==> src/rtl/pidt_pkg.sv <==
`timescale 1ns / 1ps
// ----------------------------------------------------------------------------
// pidt_pkg: shared types and constants
// Field widths, command and mode codes, register indexes, and the structs
// passed between the front end, the queue and the back end.
// ----------------------------------------------------------------------------
package pidt_pkg;

  // reference table depth default and queue sizing
  localparam int TRACK_DEPTH_DEF = 1024;
  localparam int QDEPTH          = 4;
  localparam int QAW             = $clog2(QDEPTH);
  localparam int QCW             = $clog2(QDEPTH + 1);

  // field widths
  localparam int ACTION_W   = 2;
  localparam int COUNT_W    = 16;
  localparam int INDEX_W    = 10;
  localparam int ANGLE_W    = 24;
  localparam int MEAS_W     = 22;
  localparam int DRIVE_W    = 16;
  localparam int GAIN_W     = 16;
  localparam int LIMIT_W    = 23;
  localparam int LEN_W      = 11;
  localparam int MODE_W     = 2;
  localparam int CFG_IDX_W  = 3;
  localparam int CFG_DATA_W = 23;

  // command codes
  localparam logic [ACTION_W-1:0] ACT_TICK  = 2'd0;
  localparam logic [ACTION_W-1:0] ACT_WRITE = 2'd1;
  localparam logic [ACTION_W-1:0] ACT_HOLD  = 2'd2;
  localparam logic [ACTION_W-1:0] ACT_TRACK = 2'd3;

  // run modes
  localparam logic [MODE_W-1:0] MODE_IDLE  = 2'd0;
  localparam logic [MODE_W-1:0] MODE_HOLD  = 2'd1;
  localparam logic [MODE_W-1:0] MODE_TRACK = 2'd2;

  // register indexes
  localparam logic [CFG_IDX_W-1:0] REG_GAIN_P       = 3'd0;
  localparam logic [CFG_IDX_W-1:0] REG_GAIN_I       = 3'd1;
  localparam logic [CFG_IDX_W-1:0] REG_GAIN_D       = 3'd2;
  localparam logic [CFG_IDX_W-1:0] REG_INTEG_LIMIT  = 3'd3;
  localparam logic [CFG_IDX_W-1:0] REG_TRACK_LENGTH = 3'd4;

  // configuration register file
  typedef struct packed {
    logic signed [GAIN_W-1:0] gain_p;
    logic signed [GAIN_W-1:0] gain_i;
    logic signed [GAIN_W-1:0] gain_d;
    logic [LIMIT_W-1:0]       integral_limit;
    logic [LEN_W-1:0]         track_length;
  } pidt_cfg_t;

  // one classified beat handed from front to back
  typedef struct packed {
    logic                      regulate;
    logic signed [ANGLE_W-1:0] err;
    logic signed [MEAS_W-1:0]  measured;
    logic [MODE_W-1:0]         mode;
    logic                      done;
  } pidt_item_t;

  // queue status
  typedef struct packed {
    logic [QCW-1:0] count;
    logic           empty;
  } pidt_qstat_t;

endpackage

==> src/rtl/pidt_back.sv <==
`timescale 1ns / 1ps
// ----------------------------------------------------------------------------
// pidt_back: PID arithmetic and result register
// Integral clamp and error difference, three gain products, then the
// floor shift and 16-bit saturation into the held drive output.
// ----------------------------------------------------------------------------
module pidt_back (
  input  logic                                  clk,
  input  logic                                  rst,
  input  pidt_pkg::pidt_cfg_t                   cfg,
  input  pidt_pkg::pidt_qstat_t                 qstat,
  input  pidt_pkg::pidt_item_t                  head,
  output logic                                  pop,
  output logic                                  out_valid,
  input  logic                                  out_stall,
  output logic signed [pidt_pkg::DRIVE_W-1:0]   drive_current,
  output logic signed [pidt_pkg::MEAS_W-1:0]    measured_angle,
  output logic        [pidt_pkg::MODE_W-1:0]    mode,
  output logic                                  track_done
);
  import pidt_pkg::*;

  localparam int PROD_W = GAIN_W + ANGLE_W;
  localparam int PRDD_W = GAIN_W + ANGLE_W + 1;
  localparam int ACC_W  = PRDD_W + 2;

  logic                      en;

  // integrator state
  logic signed [ANGLE_W-1:0] error_sum;
  logic signed [ANGLE_W-1:0] error_sum_next;
  logic signed [ANGLE_W-1:0] previous_error;

  logic signed [ANGLE_W:0]   sum_raw;
  logic signed [ANGLE_W:0]   lim;
  logic signed [ANGLE_W:0]   edot;

  // stage b1
  logic                      b1_valid;
  logic                      b1_regulate;
  logic signed [ANGLE_W-1:0] b1_err;
  logic signed [ANGLE_W-1:0] b1_sum;
  logic signed [ANGLE_W:0]   b1_edot;
  logic signed [MEAS_W-1:0]  b1_measured;
  logic [MODE_W-1:0]         b1_mode;
  logic                      b1_done;

  // stage b2
  logic                      b2_valid;
  logic                      b2_regulate;
  logic signed [PROD_W-1:0]  b2_p;
  logic signed [PROD_W-1:0]  b2_i;
  logic signed [PRDD_W-1:0]  b2_d;
  logic signed [MEAS_W-1:0]  b2_measured;
  logic [MODE_W-1:0]         b2_mode;
  logic                      b2_done;

  logic signed [ACC_W-1:0]   acc;
  logic signed [ACC_W-1:0]   acc_shr;
  logic signed [DRIVE_W-1:0] drive_sat;

  // whole back pipe moves when the result register is free
  assign en  = !out_valid || !out_stall;
  assign pop = en && !qstat.empty;

  // clamped error sum and error difference
  assign sum_raw = (ANGLE_W+1)'(error_sum) + (ANGLE_W+1)'(head.err);
  assign lim     = $signed({2'b00, cfg.integral_limit});
  assign edot    = (ANGLE_W+1)'(head.err) - (ANGLE_W+1)'(previous_error);

  always_comb begin
    if (sum_raw > lim) begin
      error_sum_next = lim[ANGLE_W-1:0];
    end else if (sum_raw < -lim) begin
      error_sum_next = ANGLE_W'(-lim);
    end else begin
      error_sum_next = sum_raw[ANGLE_W-1:0];
    end
  end

  // floor divide by 256 and saturate
  assign acc     = ACC_W'(b2_p) + ACC_W'(b2_i) + ACC_W'(b2_d);
  assign acc_shr = acc >>> 8;

  always_comb begin
    if (acc_shr > ACC_W'(32767)) begin
      drive_sat = {1'b0, {(DRIVE_W-1){1'b1}}};
    end else if (acc_shr < -ACC_W'(32768)) begin
      drive_sat = {1'b1, {(DRIVE_W-1){1'b0}}};
    end else begin
      drive_sat = acc_shr[DRIVE_W-1:0];
    end
  end

  // control state, integrator and held drive
  always_ff @(posedge clk) begin
    if (rst) begin
      b1_valid       <= 1'b0;
      b2_valid       <= 1'b0;
      out_valid      <= 1'b0;
      error_sum      <= '0;
      previous_error <= '0;
      drive_current  <= '0;
    end else if (en) begin
      b1_valid  <= pop;
      b2_valid  <= b1_valid;
      out_valid <= b2_valid;
      if (pop && head.regulate) begin
        error_sum      <= error_sum_next;
        previous_error <= head.err;
      end
      if (b2_valid && b2_regulate) begin
        drive_current <= drive_sat;
      end
    end
  end

  // pipeline payload
  always_ff @(posedge clk) begin
    if (en) begin
      b1_regulate <= head.regulate;
      b1_err      <= head.err;
      b1_sum      <= error_sum_next;
      b1_edot     <= edot;
      b1_measured <= head.measured;
      b1_mode     <= head.mode;
      b1_done     <= head.done;

      b2_regulate <= b1_regulate;
      b2_p        <= cfg.gain_p * b1_err;
      b2_i        <= cfg.gain_i * b1_sum;
      b2_d        <= cfg.gain_d * b1_edot;
      b2_measured <= b1_measured;
      b2_mode     <= b1_mode;
      b2_done     <= b1_done;

      if (b2_valid) begin
        measured_angle <= b2_measured;
        mode           <= b2_mode;
        track_done     <= b2_done;
      end
    end
  end

endmodule

==> config.mk <==
export PLATFORM = sky130hd
export DESIGN_NAME = pidt_back
export DESIGN_NICKNAME = d
export VERILOG_FILES = /design/src/rtl/pidt_pkg.sv /design/src/rtl/pidt_back.sv
export SDC_FILE = /design/constraint.sdc
export NUM_CORES = 2
export LEC_CHECK = 0
export BUFFER_PORTS_ARGS = -buffer_cell sky130_fd_sc_hd__buf_2
export CAP_MARGIN = 40
export CORE_MARGIN = 4
export CORE_UTILIZATION = 58
export DETAILED_ROUTE_END_ITERATION = 8
export HOLD_SLACK_MARGIN = 0.08
export PLACE_DENSITY_LB_ADDON = 0.1
export SETUP_SLACK_MARGIN = 0.2
export SYNTH_ARGS = -nofsm -noshare
export SYNTH_HDL_FRONTEND = slang
export SYNTH_SLANG_ARGS = --single-unit
==> constraint.sdc <==
create_clock -name clk -period 8.93 [get_ports clk]
set_input_delay 1.786 -clock clk [delete_from_list [all_inputs] [get_ports clk]]
set_output_delay 1.786 -clock clk [all_outputs]
set_load 0.05 [all_outputs]
==> impl_metrics.yaml <==
outcome:
  outcome: "finished clean"
detailed_routing:
  ant_nets: 0
  avgRoutedWirePerCell_um: 19.1
  finalWirelength_um: 146000
  drc_errors: 0
  drtIter0Drc: 2701
  firstDrtPassIters: 6
  vias: 41800
  vias_per_cell: 5.47
yosys:
  yosys_most_used_dff: "edfxtp_1"
  yosysTopAreaCell: "fa_1"
  synth_cell_types: 91
  yosysMostFrequentCell: "inv_1"
  synthAdderAreaFrac_pct: 48.9
  avgSynthCellArea_sq_um: 9.60
  syn_nets: 7921
  ys_warn_count: 0
  synth_compound_area_share_pct: 6.96
  synth_top_family_by_area: "adder cells"
  synthesis.instances: 6172
  synth_xor_area_share_pct: 3.19
  yosysTopAreaCellShare_pct: 39.8
  synth_edf_count: 271
  netlist_area_sq_mm: 0.0592
  ys_top_cells_by_area: "fa_1 40%, edfxtp_1 14%, ha_1 9.1%"
  ys_ff_latch: 338
  synthMuxAreaShare_pct: 0.492
  async_reset_ff_share_pct: 0
  synthTopCellsByCount: "1400 x inv_1, 1178 x fa_1, 782 x nand2_1, 480 x and2_1, 432 x ha_1"
  yosysSeqAreaShare_pct: 16.0
  synthSimpleGateAreaFrac_pct: 14.2
final_layout:
  drive_above_1_share_pct: 5.45
  nFillCells: 8722
  area_delta_synth_final_pct: 6.20
  regArea_sq_mm: 0.00948
  final_net_count: 7989
  multiInputGateArea_sq_mm: 0.0437
  stdcell_count: 7634
  final_util_pct: 62.5
critical_path:
  path_common_cell: "fa_1"
  critical-path-top-delay-family: "adder cells"
  worst-path-buf-inv: 6
  worstSetupStartpointType: "input pin"
  worst-setup-path-type: "input pin to flip-flop"
  critPathMaxFanout: 16
  cpPeakStageDelay_ns: 0.54
  worstPathCellList: "buf_2 > buf_4 > nand2_1 > fa_1 > fa_1 > fa_1 > inv_1 > fa_1 > fa_1 > inv_1 > fa_1 > inv_1 > ha_1 > a21o_1 > a21o_1 > a21oi_1 > inv_1 > a221o_1 > a221o_1 > o21bai_1 > nor2b_1 > or3_1 > a21oi_1 > xnor2_1"
  cp_data_arrival_time_ns: 8.53
  cp.required_ns: 9.24
  critPathSlowestCell: "fa_1"
  cp-end-kind: "flip-flop"
timing:
  final.setup.tns_ns: 0
  skew_ns: 0.0181
  worst_pin_slew_ns: 0.962
  slew_headroom_pct: 35.8
  hold_viol: 0
  setup-violations-final: 0
  fin_crit_ns: 8.22
  rsz0062_at_grt: "false"
  final.period_utilization_pct: 92.1
  max_freq_ghz: 0.122
  drv_slew: 0
grt:
  grt.overflow.total: 0
  grt_use_total_pct: 28.2
  grt_antenna_before_repair: 10
  grt_pass1_vias: 44500
  grt_max_degree: 109
  grt_pass1_wl_um: 238000
run:
  drv_cap: 0
die:
  initial_core_util_pct: 58.8
  io_pins: 182
  die_w_um: 328
  die-area_sq_mm: 0.107
  design.core.area_sq_mm: 0.101
  fp-row-count: 116
  die_h_um: 328
place:
  place_inst: 7557
  dp_hpwl_um: 119000
  finalWeightedCongestion: 0.902
  io_buffers: 167
cts:
  post_cts_buffers: 0
  clk_latency_ns: 0.58
  cts_root_buf: "clkbuf_16"
  cts_made_buffers: 38
  cts-hold-fix-buffers: 0
  clk_path_buf_depth: 3
  clkSinkCount: 338
  cts_tree: "yes"
  path_clk_slew_ns: 0.06
  htreeDepth: 2
  cts.repair.resized: 0
hold_path:
  hold_path_class: "flip-flop to flip-flop"
==> worst reg2reg max path: cells and delay by family (launching register included) <==
family	cells	cell delay, ns
fa+ha+maj	7	3.32
compound gates	9	2.17
simple gates	3	0.76
flops	1	0.72
buf+inv	4	0.21
xor+xnor	1	0.11
==> state kept, by name, indices dropped and copies added, names as in the netlist, 2 cells and up <==
register	cells
b2_d	41
b2_i	40
b2_p	40
b1_edot	25
b1_err	24
b1_sum	24
error_sum	24
previous_error	24
b1_measured	22
b2_measured	22
measured_angle	22
drive_current	16
b1_mode	2
b2_mode	2
mode	2
==> kinds of logic (layout without fill, tap and decap cells) <==
logic type	Yosys count	after routing
other	0	7
flip-flops	338	338
AND/OR/NAND/NOR	1743	1743
XOR/XNOR	216	216
buffers and inverters	1609	1707
multiplexers	28	28
adder cells (fa/ha/maj)	1610	1610
AO/OA/AOI/OAI	628	628
==> layout by cell type, fill, tap and decap left out, types with 14 or more instances in the layout <==
cell	instances
xor2_1	44
nor3_1	39
dfxtp_1	67
inv_1	1400
buf_4	64
a21o_1	85
edfxtp_1	271
mux2i_1	22
nand3_1	36
buf_2	167
nand2_1	781
and3_1	31
o21a_1	40
nor2b_1	34
nand2b_1	51
a21oi_1	188
nor2_1	206
and2_1	479
clkbuf_16	43
xnor2_1	172
o21bai_1	29
a211oi_1	14
a31oi_1	17
o21ai_0	118
ha_1	432
fa_1	1178
nand4_1	25
o31ai_1	14
==> final timing paths <==
check	from	to	slack, ns	cells past startpoint
setup / recovery	cfg[67]	b2_p[38]	0.71	24
hold / removal	b1_measured[21]	b2_measured[21]	0.42	0
setup reg to reg	b1_err[9]	b2_p[38]	1.39	24
hold reg to reg	b1_measured[21]	b2_measured[21]	0.42	0
==> final cells by class <==
cell class	instances	share of cell area [%]
clock inverter	16	0.258
antenna	7	0.0278
tap	1357	2.70
clock buffer	54	1.81
multi-input combinational	4225	69.5
inverter	1401	8.36
timing repair buffer	236	2.28
sequential	338	15.1
==> metal layers <==
metal / vias to the layer above / GRT usage [%] / wire length [um] / share of wire, %
met5: - / 0 / 0 / 0
met4: 0 / 7.15 / 4100 / 2.8
met3: 223 / 3.46 / 9320 / 6.4
met2: 1205 / 48.3 / 70900 / 49
met1: 21400 / 38.7 / 61300 / 42
li1: 19000 / - / - / -
==> stage by stage <==
step / instance area [sq um] / hold WS, ns / setup WS, ns
finish: 62900 / 0.416 / 0.707
global placement: 61500 / 0.400 / 0.238
global route: 62900 / 0.422 / 0.345
detailed placement: 61600 / 0.405 / 0.179
CTS: 62900 / 0.407 / 0.775
floorplan: 59300 / 0.400 / 0.868
Power is left out: the tool's default activity adds up to more than one toggle a clock period on the data nets, which glitch-free logic cannot reach.
