**src/rtl/pidt_pkg.sv**
```systemverilog
`timescale 1ns / 1ps
// ----------------------------------------------------------------------------
// pidt_pkg: shared types and constants
// Field widths, command and mode codes, register indexes, and the structs
// passed between the front end, the queue and the back end.
// ----------------------------------------------------------------------------
package pidt_pkg;

  // reference table depth default and queue sizing
  localparam int TRACK_DEPTH_DEF = 1024;
  localparam int QDEPTH          = 4;
  localparam int QAW             = $clog2(QDEPTH);
  localparam int QCW             = $clog2(QDEPTH + 1);

  // field widths
  localparam int ACTION_W   = 2;
  localparam int COUNT_W    = 16;
  localparam int INDEX_W    = 10;
  localparam int ANGLE_W    = 24;
  localparam int MEAS_W     = 22;
  localparam int DRIVE_W    = 16;
  localparam int GAIN_W     = 16;
  localparam int LIMIT_W    = 23;
  localparam int LEN_W      = 11;
  localparam int MODE_W     = 2;
  localparam int CFG_IDX_W  = 3;
  localparam int CFG_DATA_W = 23;

  // command codes
  localparam logic [ACTION_W-1:0] ACT_TICK  = 2'd0;
  localparam logic [ACTION_W-1:0] ACT_WRITE = 2'd1;
  localparam logic [ACTION_W-1:0] ACT_HOLD  = 2'd2;
  localparam logic [ACTION_W-1:0] ACT_TRACK = 2'd3;

  // run modes
  localparam logic [MODE_W-1:0] MODE_IDLE  = 2'd0;
  localparam logic [MODE_W-1:0] MODE_HOLD  = 2'd1;
  localparam logic [MODE_W-1:0] MODE_TRACK = 2'd2;

  // register indexes
  localparam logic [CFG_IDX_W-1:0] REG_GAIN_P       = 3'd0;
  localparam logic [CFG_IDX_W-1:0] REG_GAIN_I       = 3'd1;
  localparam logic [CFG_IDX_W-1:0] REG_GAIN_D       = 3'd2;
  localparam logic [CFG_IDX_W-1:0] REG_INTEG_LIMIT  = 3'd3;
  localparam logic [CFG_IDX_W-1:0] REG_TRACK_LENGTH = 3'd4;

  // configuration register file
  typedef struct packed {
    logic signed [GAIN_W-1:0] gain_p;
    logic signed [GAIN_W-1:0] gain_i;
    logic signed [GAIN_W-1:0] gain_d;
    logic [LIMIT_W-1:0]       integral_limit;
    logic [LEN_W-1:0]         track_length;
  } pidt_cfg_t;

  // one classified beat handed from front to back
  typedef struct packed {
    logic                      regulate;
    logic signed [ANGLE_W-1:0] err;
    logic signed [MEAS_W-1:0]  measured;
    logic [MODE_W-1:0]         mode;
    logic                      done;
  } pidt_item_t;

  // queue status
  typedef struct packed {
    logic [QCW-1:0] count;
    logic           empty;
  } pidt_qstat_t;

endpackage

```
**src/rtl/pidt_queue.sv**
```systemverilog
`timescale 1ns / 1ps
// ----------------------------------------------------------------------------
// pidt_queue: decoupling queue
// Small register queue between front and back; the front end only pushes
// when it has reserved a slot, so no full check is needed here.
// ----------------------------------------------------------------------------
module pidt_queue (
  input  logic                  clk,
  input  logic                  rst,
  input  logic                  push,
  input  pidt_pkg::pidt_item_t  push_item,
  input  logic                  pop,
  output pidt_pkg::pidt_item_t  pop_item,
  output pidt_pkg::pidt_qstat_t qstat
);
  import pidt_pkg::*;

  pidt_item_t     slots [QDEPTH];
  logic [QAW-1:0] wr_ptr;
  logic [QAW-1:0] rd_ptr;
  logic [QCW-1:0] count;

  // pointers and fill count
  always_ff @(posedge clk) begin
    if (rst) begin
      wr_ptr <= '0;
      rd_ptr <= '0;
      count  <= '0;
    end else begin
      if (push) begin
        wr_ptr <= (wr_ptr == QAW'(QDEPTH - 1)) ? '0 : wr_ptr + QAW'(1);
      end
      if (pop) begin
        rd_ptr <= (rd_ptr == QAW'(QDEPTH - 1)) ? '0 : rd_ptr + QAW'(1);
      end
      if (push && !pop) begin
        count <= count + QCW'(1);
      end else if (pop && !push) begin
        count <= count - QCW'(1);
      end
    end
  end

  // storage
  always_ff @(posedge clk) begin
    if (push) begin
      slots[wr_ptr] <= push_item;
    end
  end

  assign pop_item    = slots[rd_ptr];
  assign qstat.count = count;
  assign qstat.empty = (count == '0);

endmodule

```
**config.mk**
```make
export PLATFORM = sky130hd
export DESIGN_NAME = pidt_queue
export DESIGN_NICKNAME = d
export VERILOG_FILES = /design/src/rtl/pidt_pkg.sv /design/src/rtl/pidt_queue.sv
export SDC_FILE = /design/constraint.sdc
export NUM_CORES = 1
export LEC_CHECK = 0
export BUFFER_PORTS_ARGS = -buffer_cell sky130_fd_sc_hd__buf_4
export CAP_MARGIN = 20
export CORE_MARGIN = 2
export CORE_UTILIZATION = 64
export CTS_BUF_LIST = sky130_fd_sc_hd__clkbuf_2
export DETAILED_ROUTE_END_ITERATION = 10
export GPL_ROUTABILITY_DRIVEN = 1
export GPL_TIMING_DRIVEN = 0
export PLACE_DENSITY = 0.95
export SLEW_MARGIN = 40
export SYNTH_ARGS = -nofsm -noshare
export SYNTH_HDL_FRONTEND = slang
export SYNTH_SLANG_ARGS = --single-unit
```
**constraint.sdc**
```tcl
create_clock -name clk -period 3.5 [get_ports clk]
set_clock_uncertainty 0.2 [all_clocks]
set_input_delay 0.35 -clock clk [delete_from_list [all_inputs] [get_ports clk]]
set_output_delay 0.35 -clock clk [all_outputs]
set_load 0.03 [all_outputs]
```
==> results.txt, run 1 <==
----------------------------------------------------
[Place]
  Placed Instance Area ... 0.00878 mm2
  Placed wire-length estimate ... 8890 um
  Number of buffer cells added on primary ports ... about 110
  Number of placed instances, taps included ... 563
  Routability congestion estimate from global placement ... 0.645

[STA]
  Number of endpoints with negative hold slack in the final report ... 0
  Post-route worst hold slack ... 187 ps
  RSZ-0062 raised after global routing ... false
  Setup TNS ... 0 ps
  Final critical-path share of the clock period ... 0.758
  Post-layout min period ... 2650 ps
  Slew at the pin closest to its max-slew limit ... 325 ps
  Max Clock Freq ... 0.377 GHz
  Max Slew Vio Count ... 0
  Final-report setup violation count ... 0
  Remaining max-slew budget at the tightest pin ... 0.783

[Critical path]
  Setup crit start kind ... flop
  Top fanout value on the critical path ... 10
  Endpoint of the most critical register-to-register path ... count[2]
  Critical Path End Type ... primary output
  Arrival time at the worst endpoint ... 2100 ps
  Worst reg2reg path startpoint ... count[0]
  Worst Path Class, Setup ... flop to primary output
  Req. time, crit path ... 2950 ps
  Length in cells of the worst reg-to-reg path ... 4
  Flop-to-flop setup slack ... 1590 ps

[Die]
  Die extent in y ... 114 um
  Die outline area ... approximately 0.013 mm2
  I/O pin total ... between 100 and 150
  Area of the core ... 0.0119 mm2
  Number of placement rows ... 40
  Width of the die ... 114 um
  Initial Utilization ... 0.650

[Final layout]
  Core occupancy in the finished layout ... 0.821
  Net total in the final layout ... approximately 580
  Area of all placed cells without fillers ... a little under 0.01 mm2
  Ant. Diodes ... 0
  Area taken by flip-flops and latches ... 0.00619 mm2
  Multi-input logic area ... 0.00137 mm2
  Filler Cells Inserted ... roughly 550
  Non-filler instance count after layout ... 699
  Share of layout cells above drive strength 1 ... 0.449
  Area delta synth->final ... 26.4%

[Global route]
  Vias in the first global route ... 4182
  Maximum number of pins on one net before global-route repair ... 34
  Global Route Usage Sum ... 0.238
  Global-route wire length before repair ... approximately 22000 um
  Grt total ovfl ... 0
  Number of antenna violations at the first check in global routing ... 0

[Clocking]
  Clock net sink count ... roughly 210
  CTS Root Buffer Type ... clkbuf_2
  Resized Gates After CTS ... 0
  Cts-stage hold buffer count ... 53
  Maximum level of the CTS H-tree ... 2
  TritonCTS clock tree ... done
  Max Root-Sink Buffers ... 3
  Setup Buffers After CTS ... 0
  Worst-path clk slew ... 110 ps
  Worst skew pair latency ... 680 ps
  CTS Buf Count ... 47

[Synthesis]
  Number of enable flip-flop cells after synthesis ... 200
  Ranking of synthesized cells by area ... edfxtp_1, mux4_2, dfxtp_1
  Count of synthesis-stage warnings from yosys ... 0
  Post-synth top area share ... 0.779
  Post-Synthesis Net Count ... 366
  Post-Syn Instances ... 305
  Distinct cell type count of the synthesized netlist ... 19
  Share of synthesized area occupied by flip-flops and latches ... 0.803
  Synthesized area ... between 0.007 and 0.008 mm2
  Proportion of synthesized flip-flops having asynchronous set or reset ... 0
  Flop and latch count out of synthesis ... roughly 210
  Top cell type by total area after synthesis ... edfxtp_1
  Top FF cell, synth ... edfxtp_1
  Synthesized area divided by synthesized cell count ... 25.3 um2

[Drt]
  DR iter-0 viols ... 225
  Total detailed-routing wirelength ... 14900 um
  Via density ... around 5.6
  Final ANT Viol Nets ... 0
  Number of search-and-repair iterations in the first detailed-routing pass ... 4
  Post-route DRC ... 0
  Routed wire length per instance ... between 20 and 25 um
  Total number of vias ... 3886

[Run status]
  Run status ... finished clean

[Power]
  Worst-case vdd ir drop ... 0.362 mV
  Leakage component of the power ... 0.00350 uW
  Total power per unit cell area ... 527 mW/mm2

[Worst hold path]
  Worst Hold Depth ... 2
  Endpoint of the worst hold-timing path ... slots[1][12]
  Startpoint of the lowest-slack hold path ... push_item[12]
  Hold crit path type ... input pin to flop

[Run]
  Total of max-cap violations ... 0

----------------------------------------------------
[cell usage in the layout, fill, tap and decap left out, drive strengths merged]
master | synthesis | final
edfxtp | 200 | 200
dfxtp | 9 | 9
and2 | 4 | 4
clkbuf | 0 | 68
a21oi | 2 | 2
mux4 | 50 | 50
ha | 6 | 6
mux2i | 4 | 4
buf | 12 | 123
xor2 | 2 | 2
o21ai | 1 | 1
inv | 4 | 4
nor3b | 1 | 1
nor3 | 1 | 1
bufinv | 0 | 1
nor2 | 7 | 7
clkinv | 0 | 14
fa | 1 | 1
or3 | 1 | 1
dlygate4sd3 | 0 | 53
[metal layers]
metal | vias to the layer above | GRT usage | share of wire
met3 | 21 | 0.0505 | 0.043
met1 | 1997 | 0.306 | 0.39
met2 | 125 | 0.418 | 0.56
met5 | - | 0 | 0
met4 | 0 | 0.0707 | 0.016
li1 | 1743 | - | -
[power by group]
group,leakage [uW],internal (uW),switching [uW]
clock,0.000326,594,877
combinational,0.00126,345,421
sequential,0.00191,2860,38.9
[kinds of logic after synthesis]
family,share of synthesized area
compound gates,0.00195
xor+xnor,0.00227
fa+ha+maj,0.0123
buf+inv,0.0201
flops,0.803
mux,0.151
simple gates,0.00909
[cell usage after synthesis, types with 2 or more instances]
cell      number
inv_1          4
mux4_2        50
nor2_1         7
dfxtp_1        9
edfxtp_1     200
ha_1           6
buf_2          5
xor2_1         2
mux2i_1        4
buf_12         5
and2_1         4
a21oi_1        2
[through the flow]
step,total power [uW],worst slack [ps]
floorplan,3380,1150
global placement,3620,357
detailed placement,3670,1250
CTS,5160,796
global route,5340,683
finish,5130,846
[area by class of cell]
class | count | area share
Sequential cell | 209 | 0.635
Buffer | 12 | 0.0144
Clock buffer | 68 | 0.0349
Tap cell | 147 | 0.0189
Multi-Input combinational cell | 80 | 0.141
Clock inverter | 15 | 0.00886
Inverter | 4 | 0.00154
Timing Repair Buffer | 164 | 0.145
[worst max-delay path: stages (launching register included)]
cell	delay, ps
dfxtp_1	350
buf_6	160
buf_12	160
mux4_2	550
buf_4	190
[state kept, by name, indices dropped and copies added (netlist names), named ones only]
signal,count
slots,200
wr_ptr,2
count,3
rd_ptr,2
[how the worst max path moves through the flow]
| stage | from | to | slack [ps] |
|---|---|---|---|
| 4_1_cts | flop | pop_item[19] | 800 |
| 2_1_floorplan | wr_ptr[0] | slots[3][0] | 1150 |
| 3_3_place_gp | wr_ptr[0] | slots[3][36] | 360 |
| 6_report | flop | pop_item[19] | 850 |
| 3_5_place_dp | pop | count[2] | 1250 |
| 5_1_grt | flop | pop_item[19] | 680 |
Note: power is estimated with default switching activity, not from simulation.
==> inputs of run 2 (changes only) <==
--- a/config.mk
+++ b/config.mk
@@ -5,15 +5,16 @@
 export SDC_FILE = /design/constraint.sdc
 export NUM_CORES = 1
 export LEC_CHECK = 0
+export ABC_AREA = 1
 export BUFFER_PORTS_ARGS = -buffer_cell sky130_fd_sc_hd__buf_4
 export CAP_MARGIN = 20
 export CORE_MARGIN = 2
-export CORE_UTILIZATION = 64
+export CORE_UTILIZATION = 53
 export CTS_BUF_LIST = sky130_fd_sc_hd__clkbuf_2
 export DETAILED_ROUTE_END_ITERATION = 10
 export GPL_ROUTABILITY_DRIVEN = 1
 export GPL_TIMING_DRIVEN = 0
-export PLACE_DENSITY = 0.95
+export PLACE_DENSITY = 0.86
 export SLEW_MARGIN = 40
 export SYNTH_ARGS = -nofsm -noshare
 export SYNTH_HDL_FRONTEND = slang
==> constraint.sdc (replaced) <==
create_clock -name clk -period 2.2 [get_ports clk]
set_clock_uncertainty 0.2 [all_clocks]
set_input_delay 0.22 -clock clk [delete_from_list [all_inputs] [get_ports clk]]
set_output_delay 0.22 -clock clk [all_outputs]
set_load 0.03 [all_outputs]
==> run 2 against run 1 <==
Synthesized cell count grew 77%. Non-clock buffer count grew 77. The run now ends with negative setup slack left. Global-route usage grew 0.82 points.
==> results.txt, run 2 <==
----------------------------------------------------
[Final layout]
  Ant. Diodes ... 0 (unchanged)
  Multi-input logic area ... 0.00180 mm2 (+31%)
  Commonest non-fill, non-tap cell in the layout ... edfxtp_1
  Most frequent cells in the layout ... edfxtp_1, dlygate4sd3_1, buf_4
  Filler Cells Inserted ... 851 (+56%)
  Area delta synth->final ... 43.1%
  Flip-flop count of the largest register after layout ... 200 (unchanged)
  Top reg by flops ... slots
  Area taken by flip-flops and latches ... 0.00619 mm2 (about the same)
  Regs by FF count ... slots (200), count (3)
  Core occupancy in the finished layout ... 0.776 (-0.0448)
  Net total in the final layout ... 877 (+51%)
  Share of layout cells above drive strength 1 ... 0.379 (-0.0705)

[Synthesis]
  Post-Synthesis Net Count ... 602 (+64%)
  Top FF cell, synth ... edfxtp_1
  Share of synthesized area occupied by flip-flops and latches ... 0.784 (-0.0185)
  Post-synth top area share ... 0.762 (-0.0179)
  Proportion of synthesized flip-flops having asynchronous set or reset ... 0 (unchanged)
  Post-Syn Instances ... 541 (+77%)
  Top cell type by total area after synthesis ... edfxtp_1
  Count of synthesis-stage warnings from yosys ... 0 (unchanged)
  Most repeated cell in the gate-level netlist after synthesis ... edfxtp_1
  Most frequent cells after synthesis ... edfxtp_1, nor2_1, o21ai_1, o22ai_1, o21ai_0
  Synthesized area divided by synthesized cell count ... 14.6 um2 (-42%)
  Distinct cell type count of the synthesized netlist ... 21 (+2)
  Ranking of synthesized cells by area ... edfxtp_1, nor2_1, o21ai_1
  Synthesized area ... 0.00789 mm2 (+2.4%)
  Flop and latch count out of synthesis ... 209 (unchanged)
  Number of enable flip-flop cells after synthesis ... 200 (unchanged)

[Die]
  Area of the core ... 0.0145 mm2 (+23%)
  Initial Utilization ... 0.543 (-0.107)
  I/O pin total ... 108 (unchanged)
  Width of the die ... 126 um (+11%)
  Die outline area ... 0.0159 mm2 (+23%)
  Die extent in y ... 126 um (+11%)
  Number of placement rows ... 44 (+10%)

[Drt]
  Final ANT Viol Nets ... 0 (unchanged)
  Number of search-and-repair iterations in the first detailed-routing pass ... 7 (+3)
  Routed wire length per instance ... 20.3 um (-4.9%)
  DR iter-0 viols ... 459 (+100%)
  Post-route DRC ... 0 (unchanged)
  Total number of vias ... 5774 (+49%)
  Via density ... 5.58 (+0.45%)
  Total detailed-routing wirelength ... 20900 um (+41%)

[Worst hold path]
  Hold crit path type ... input pin to flop

[Clocking]
  TritonCTS clock tree ... done
  Maximum level of the CTS H-tree ... 2 (unchanged)
  Setup Buffers After CTS ... 0 (unchanged)
  Clock net sink count ... 209 (unchanged)
  Worst skew pair latency ... 730 ps (+50 ps)
  CTS Buf Count ... 50 (+6.4%)
  CTS Root Buffer Type ... clkbuf_2
  Max Root-Sink Buffers ... 3 (unchanged)
  Worst-path clk slew ... 100 ps (about the same)

[STA]
  Number of endpoints with negative hold slack in the final report ... 0 (unchanged)
  Smallest setup slack after layout ... -263 ps (-1110 ps)
  Max Slew Vio Count ... 0 (unchanged)
  Max Clock Freq ... slightly above 0.4 GHz
  Final critical-path share of the clock period ... 1.12
  Setup TNS ... -7590 ps (-7590 ps)
  Remaining max-slew budget at the tightest pin ... 0.726 (-0.0573)
  RSZ-0062 raised after global routing ... true
  Post-route worst hold slack ... 66.8 ps (-120 ps)
  Final-report setup violation count ... 50 (+50)
  Post-layout min period ... 2460 ps
  Slew at the pin closest to its max-slew limit ... 407 ps (+81.6 ps)

[Place]
  Number of buffer cells added on primary ports ... 107 (unchanged)
  Post-place setup slack ... 355 ps (-891 ps)
  Routability congestion estimate from global placement ... 0.747 (+16%)
  Placed wire-length estimate ... 10700 um (+21%)

[Global route]
  Number of antenna violations at the first check in global routing ... 0 (unchanged)
  Global Route Usage Sum ... 0.246 (+0.00823)
  Vias in the first global route ... 5911 (+41%)
  Grt total ovfl ... 0 (unchanged)
  Maximum number of pins on one net before global-route repair ... 35 (+2.9%)
  Global-route wire length before repair ... 30200 um (+35%)

[Critical path]
  Critical Path End Type ... primary output
  Setup crit start kind ... flop
  Worst Path Class, Setup ... flop to primary output
  Top fanout value on the critical path ... 10 (unchanged)
  Arrival time at the worst endpoint ... 2040 ps (-60 ps)
  Req. time, crit path ... 1780 ps (-1170 ps)

[Power]
  Total power per unit cell area ... 771 mW/mm2 (+46%)
  Worst-case vdd ir drop ... 0.520 mV (+43%)
  Leakage component of the power ... 0.00425 uW (+22%)

[Run status]
  Violated checks ... negative setup slack
  Run status ... finished, violations left

[Run]
  Total of max-cap violations ... 0 (unchanged)

----------------------------------------------------
==> run 2: changes by cell type after synthesis, sizes merged, moves of 2 or more <==
cell / before / now
nor3: 1 / 3
nand2: 0 / 8
clkbuf: 0 / 2
buf: 12 / 29
inv: 4 / 16
o21ai: 1 / 103
mux2i: 4 / 0
and2: 4 / 0
o22ai: 0 / 50
mux4: 50 / 0
nor2: 7 / 108
==> run 2: layer usage <==
metal  part of all wire  vias to the layer above  global-route usage
met4              0.022                        0              0.0911
met2               0.54                      281               0.430
met5                  0                        -                   0
met3              0.070                       39              0.0654
met1               0.37                     2845               0.295
li1                   -                     2609                   -
==> run 2: through the flow <==
stage | instance area (um2) | instances | power, uW
after floorplan | 7890 | 541 | 5420
after global placement | 8920 | 832 | 5910
after detailed placement | 9010 | 836 | 5980
after CTS | 10700 | 1031 | 8490
after global routing | 11300 | 1034 | 9060
final | 11300 | 1034 | 8700
==> run 2: power by group <==
| part | internal, uW | switching, uW | leakage, uW |
|---|---|---|---|
| logic | 743 | 991 | 0.00200 |
| registers | 4540 | 69.0 | 0.00191 |
| clock network | 910 | 1450 | 0.000337 |
==> run 2: path summary, 6_finish.rpt <==
| kind | from | to | slack, ps | cells after the start |
|---|---|---|---|---|
| setup reg to reg | wr_ptr[0] | slots[2][32] | 380 | 5 |
| hold / removal | push_item[5] | slots[1][5] | 70 | 2 |
| hold reg to reg | wr_ptr[1] | wr_ptr[1] | 360 | 2 |
| setup / recovery | flop | pop_item[35] | -260 | 4 |
==> run 2: kinds of logic (layout without fill, tap and decap cells) <==
logic type | count (synthesis) | after routing | share of synthesized area
AND/OR/NAND/NOR | 121 | 121 | 0.0585
AO/OA/AOI/OAI | 156 | 156 | 0.107
buffers and inverters | 47 | 356 | 0.0370
flip-flops | 209 | 209 | 0.784
adder cells (fa/ha/maj) | 7 | 7 | 0.0121
XOR/XNOR | 1 | 1 | 0.00111
==> run 2: layout make-up <==
type,instances,area share
flip-flops and latches,209,0.549
repair buffers,222,0.190
multi-input cells,285,0.160
clock buffers,77,0.0342
plain buffers,31,0.0328
well taps,184,0.0204
inverters,16,0.00854
clock inverters,9,0.00299
repair inverters,1,0.00266
==> run 2: timing repair <==
action	CTS	global route
hold buffers	106	0
setup endpoints to repair	50	50
resized for setup	44	135
endpoints found under the hold margin	340	0
gates cloned	3	3
pin swaps	20	15
==> run 2: critical path, cell delays in order (launching register included) <==
cell and delay [ps]:
dfxtp_4 380, clkbuf_2 190, o21ai_0 390, o22ai_2 180, buf_6 170
==> inputs of run 3 (changes only) <==
--- a/config.mk
+++ b/config.mk
@@ -8,6 +8,7 @@
 export ABC_AREA = 1
 export BUFFER_PORTS_ARGS = -buffer_cell sky130_fd_sc_hd__buf_4
 export CAP_MARGIN = 20
+export CORE_ASPECT_RATIO = 0.8
 export CORE_MARGIN = 2
 export CORE_UTILIZATION = 53
 export CTS_BUF_LIST = sky130_fd_sc_hd__clkbuf_2
==> run 3 against run 2 <==
The run still ends with negative setup slack left. Final cell count down 2.8%. Clock-buffer cell count down 6. Maximum frequency up 2.0%. Clock power up 4%. Sequential cell count unchanged. Worst setup slack better by 48 ps. Global-route usage down 0.91 points. Sequential share of layout area up 3.8 points. First-iteration DRC count up 12%. Core utilization down 4.3 points. Routed wire length down 7.2%.
==> results.txt, run 3 (same netlist as run 2, synthesis figures left out) <==
----------------------------------------------------
[Critical path]
  Worst Path Class, Setup ... flop to primary output
  Slowest Stage Delay on Critical Path ... 390 ps (about the same)
  Length in cells of the worst reg-to-reg path ... 4 (-1)
  Crit path max-delay family ... buffers and inverters
  Flop-to-flop setup slack ... 420 ps (+40 ps)
  Worst reg2reg path startpoint ... wr_ptr[0]
  Arrival time at the worst endpoint ... 2000 ps (-40 ps)
  Critical-path cell list ... buf_12 > inv_16 > buf_12 > nor2_1 > o22ai_1 > buf_4
  Top fanout value on the critical path ... 10 (unchanged)
  Endpoint of the most critical register-to-register path ... slots[3][37]
  Critical Path End Type ... primary output
  Req. time, crit path ... 1780 ps (about the same)
  Setup crit start kind ... flop
  Crit path max-delay cell type ... dfxtp_4
  Most frequent CP cell ... buf_12
  Buf+Inv Stages, Crit Path ... 4 (+2)

[Worst hold path]
  Endpoint of the worst hold-timing path ... slots[2][12]
  Worst Hold Depth ... 2 (unchanged)
  Hold crit path type ... input pin to flop
  Startpoint of the lowest-slack hold path ... push_item[12]

[STA]
  Smallest setup slack after layout ... -215 ps (+47.8 ps)
  Max Slew Vio Count ... 0 (unchanged)
  Final critical-path share of the clock period ... 1.10 (-0.0217)
  Number of endpoints with negative hold slack in the final report ... 0 (unchanged)
  Max Clock Freq ... 0.414 GHz (+2.0%)
  Slew at the pin closest to its max-slew limit ... 410 ps (+3.73 ps)
  RSZ-0062 raised after global routing ... true
  Remaining max-slew budget at the tightest pin ... 0.727 (about the same)
  Final-report setup violation count ... 51 (+2.0%)
  Post-layout min period ... 2420 ps (-47.8 ps)

[Power]
  Leakage component of the power ... 0.00398 uW (-6.4%)
  Comb pwr share ... 0.178 (-0.021)
  Net switching component of the power ... 2450 uW (-2.5%)
  Worst-case vdd ir drop ... 0.498 mV (-4.1%)
  Proportion of power drawn by flip-flops and latches ... 0.536 (+0.007)
  Total power per unit cell area ... 813 mW/mm2 (+5.4%)
  Switching share of total power ... 0.285 (-0.00334)
  Internal Dissipation ... 6140 uW (-0.89%)
  Clk network pwr share ... 0.286 (+0.014)

[Final layout]
  Commonest non-fill, non-tap cell in the layout ... edfxtp_1
  Area delta synth->final ... 33.9%
  Top reg by flops ... slots
  Regs by FF count ... slots (200), count (3)
  Filler Cells Inserted ... 874 (+2.7%)
  Non-filler instance count after layout ... 1005 (-2.8%)
  Most frequent cells in the layout ... edfxtp_1, buf_4, nor2_1
  Flip-flop count of the largest register after layout ... 200 (unchanged)
  Area taken by flip-flops and latches ... 0.00619 mm2 (about the same)
  Multi-input logic area ... 0.00149 mm2 (-17%)
  Net total in the final layout ... 845 (-3.6%)
  Share of layout cells above drive strength 1 ... 0.299 (-0.0800)

[Die]
  Area of the core ... 0.0144 mm2 (-0.96%)
  Width of the die ... 140 um (+11%)
  Die outline area ... 0.0159 mm2 (about the same)
  I/O pin total ... 108 (unchanged)
  Initial Utilization ... 0.548 (+0.00524)
  Die extent in y ... 113 um (-10%)
  Number of placement rows ... 39 (-11%)

[Global route]
  Global Route Usage Sum ... 0.237 (-0.00909)
  Vias in the first global route ... 5773 (-2.3%)
  Global-route wire length before repair ... 28900 um (-4.3%)
  Maximum number of pins on one net before global-route repair ... 32 (-8.6%)
  Number of antenna violations at the first check in global routing ... 1 (+1)
  Grt total ovfl ... 0 (unchanged)

[Drt]
  Post-route DRC ... 0 (unchanged)
  Total detailed-routing wirelength ... 19400 um (-7.2%)
  Total number of vias ... 5600 (-3.0%)
  Routed wire length per instance ... 19.3 um (-4.5%)
  Via density ... 5.57 (-0.21%)
  Final ANT Viol Nets ... 0 (unchanged)
  Number of search-and-repair iterations in the first detailed-routing pass ... 5 (-2)
  DR iter-0 viols ... 513 (+12%)

[Run status]
  Run status ... finished, violations left
  Violated checks ... negative setup slack

[Place]
  Number of placed instances, taps included ... 836 (unchanged)
  Post-place setup slack ... 288 ps (-67.3 ps)
  Placed wire-length estimate ... 10600 um (-0.93%)
  Routability congestion estimate from global placement ... 0.794 (+6.2%)
  Number of buffer cells added on primary ports ... 107 (unchanged)

[Clocking]
  Clock net sink count ... 209 (unchanged)
  Worst-path clk slew ... 120 ps (+20 ps)
  TritonCTS clock tree ... done
  Worst skew pair latency ... 690 ps (-40 ps)
  Maximum level of the CTS H-tree ... 2 (unchanged)
  CTS Buf Count ... 47 (-6.0%)
  CTS Root Buffer Type ... clkbuf_2
  Max Root-Sink Buffers ... 3 (unchanged)

[Run]
  Total of max-cap violations ... 0 (unchanged)

----------------------------------------------------
## run 3: changes by cell type in the layout (fill, tap and decap cells not counted), sizes merged
| cell | delta |
|---|---|
| buf | -3 |
| diode | +1 |
| clkbuf | -7 |
| bufinv | +1 |
| clkinv | +3 |
| dlygate4sd3 | -24 |
## run 3: worst max path at each step
stage                         start           end  slack (ps)  cells past startpoint
after floorplan           wr_ptr[0]   slots[3][0]          30                      3
after global placement    wr_ptr[0]   slots[3][7]        -710                      3
after detailed placement       flop  pop_item[35]         290                      4
after CTS                      flop  pop_item[37]        -200                      6
after global routing           flop  pop_item[24]        -320                      6
final                          flop  pop_item[24]        -220                      6
## run 3: layout make-up
| type | instances | area share |
|---|---|---|
| antenna | 1 | 0.000237 |
| clock inverter | 14 | 0.00794 |
| buffer | 31 | 0.0355 |
| multi-input combinational | 285 | 0.141 |
| inverter | 16 | 0.00818 |
| clock buffer | 71 | 0.0336 |
| sequential | 209 | 0.586 |
| timing repair buffer | 194 | 0.165 |
| tap | 184 | 0.0218 |
## run 3: through the flow
| stage | util | area (um2) | TNS [ps] | hold WS, ps | total power, uW |
|---|---|---|---|---|---|
| after global placement | 0.620 | 8920 | -134020 | 217 | 5910 |
| after CTS | 0.709 | 10200 | -7870 | 2.90 | 8510 |
| after floorplan | - | 7890 | 0 | 92.4 | 5420 |
| after detailed placement | 0.626 | 9010 | 0 | 222 | 5980 |
| after global routing | 0.734 | 10600 | -12170 | 0.221 | 8960 |
| final | 0.734 | 10600 | -5860 | 46.9 | 8590 |
## run 3: timing repair
action,in CTS,in global routing
setup buffers,0,0
endpoints found under the setup margin,50,50
hold endpoints to repair,300,70
hold buffers,59,23
gates resized for setup,52,30
cloned,1,0
pin swaps,13,14
## run 3: metal layers
layer  share of wire  global-route usage  vias up
li1                -                   -     2548
met1            0.39               0.297     2709
met3           0.086              0.0656       42
met5               0                   0        -
met4           0.019              0.0727        0
met2            0.50               0.408      301
## run 3: power by group through the flow
stage	registers (uW)	clock network, uW	logic, uW
3_5_place_dp	4680	0	1290
2_1_floorplan	4690	0	734
3_3_place_gp	4680	0	1230
5_1_grt	4610	2720	1630
6_report	4600	2460	1530
4_1_cts	4590	2480	1440
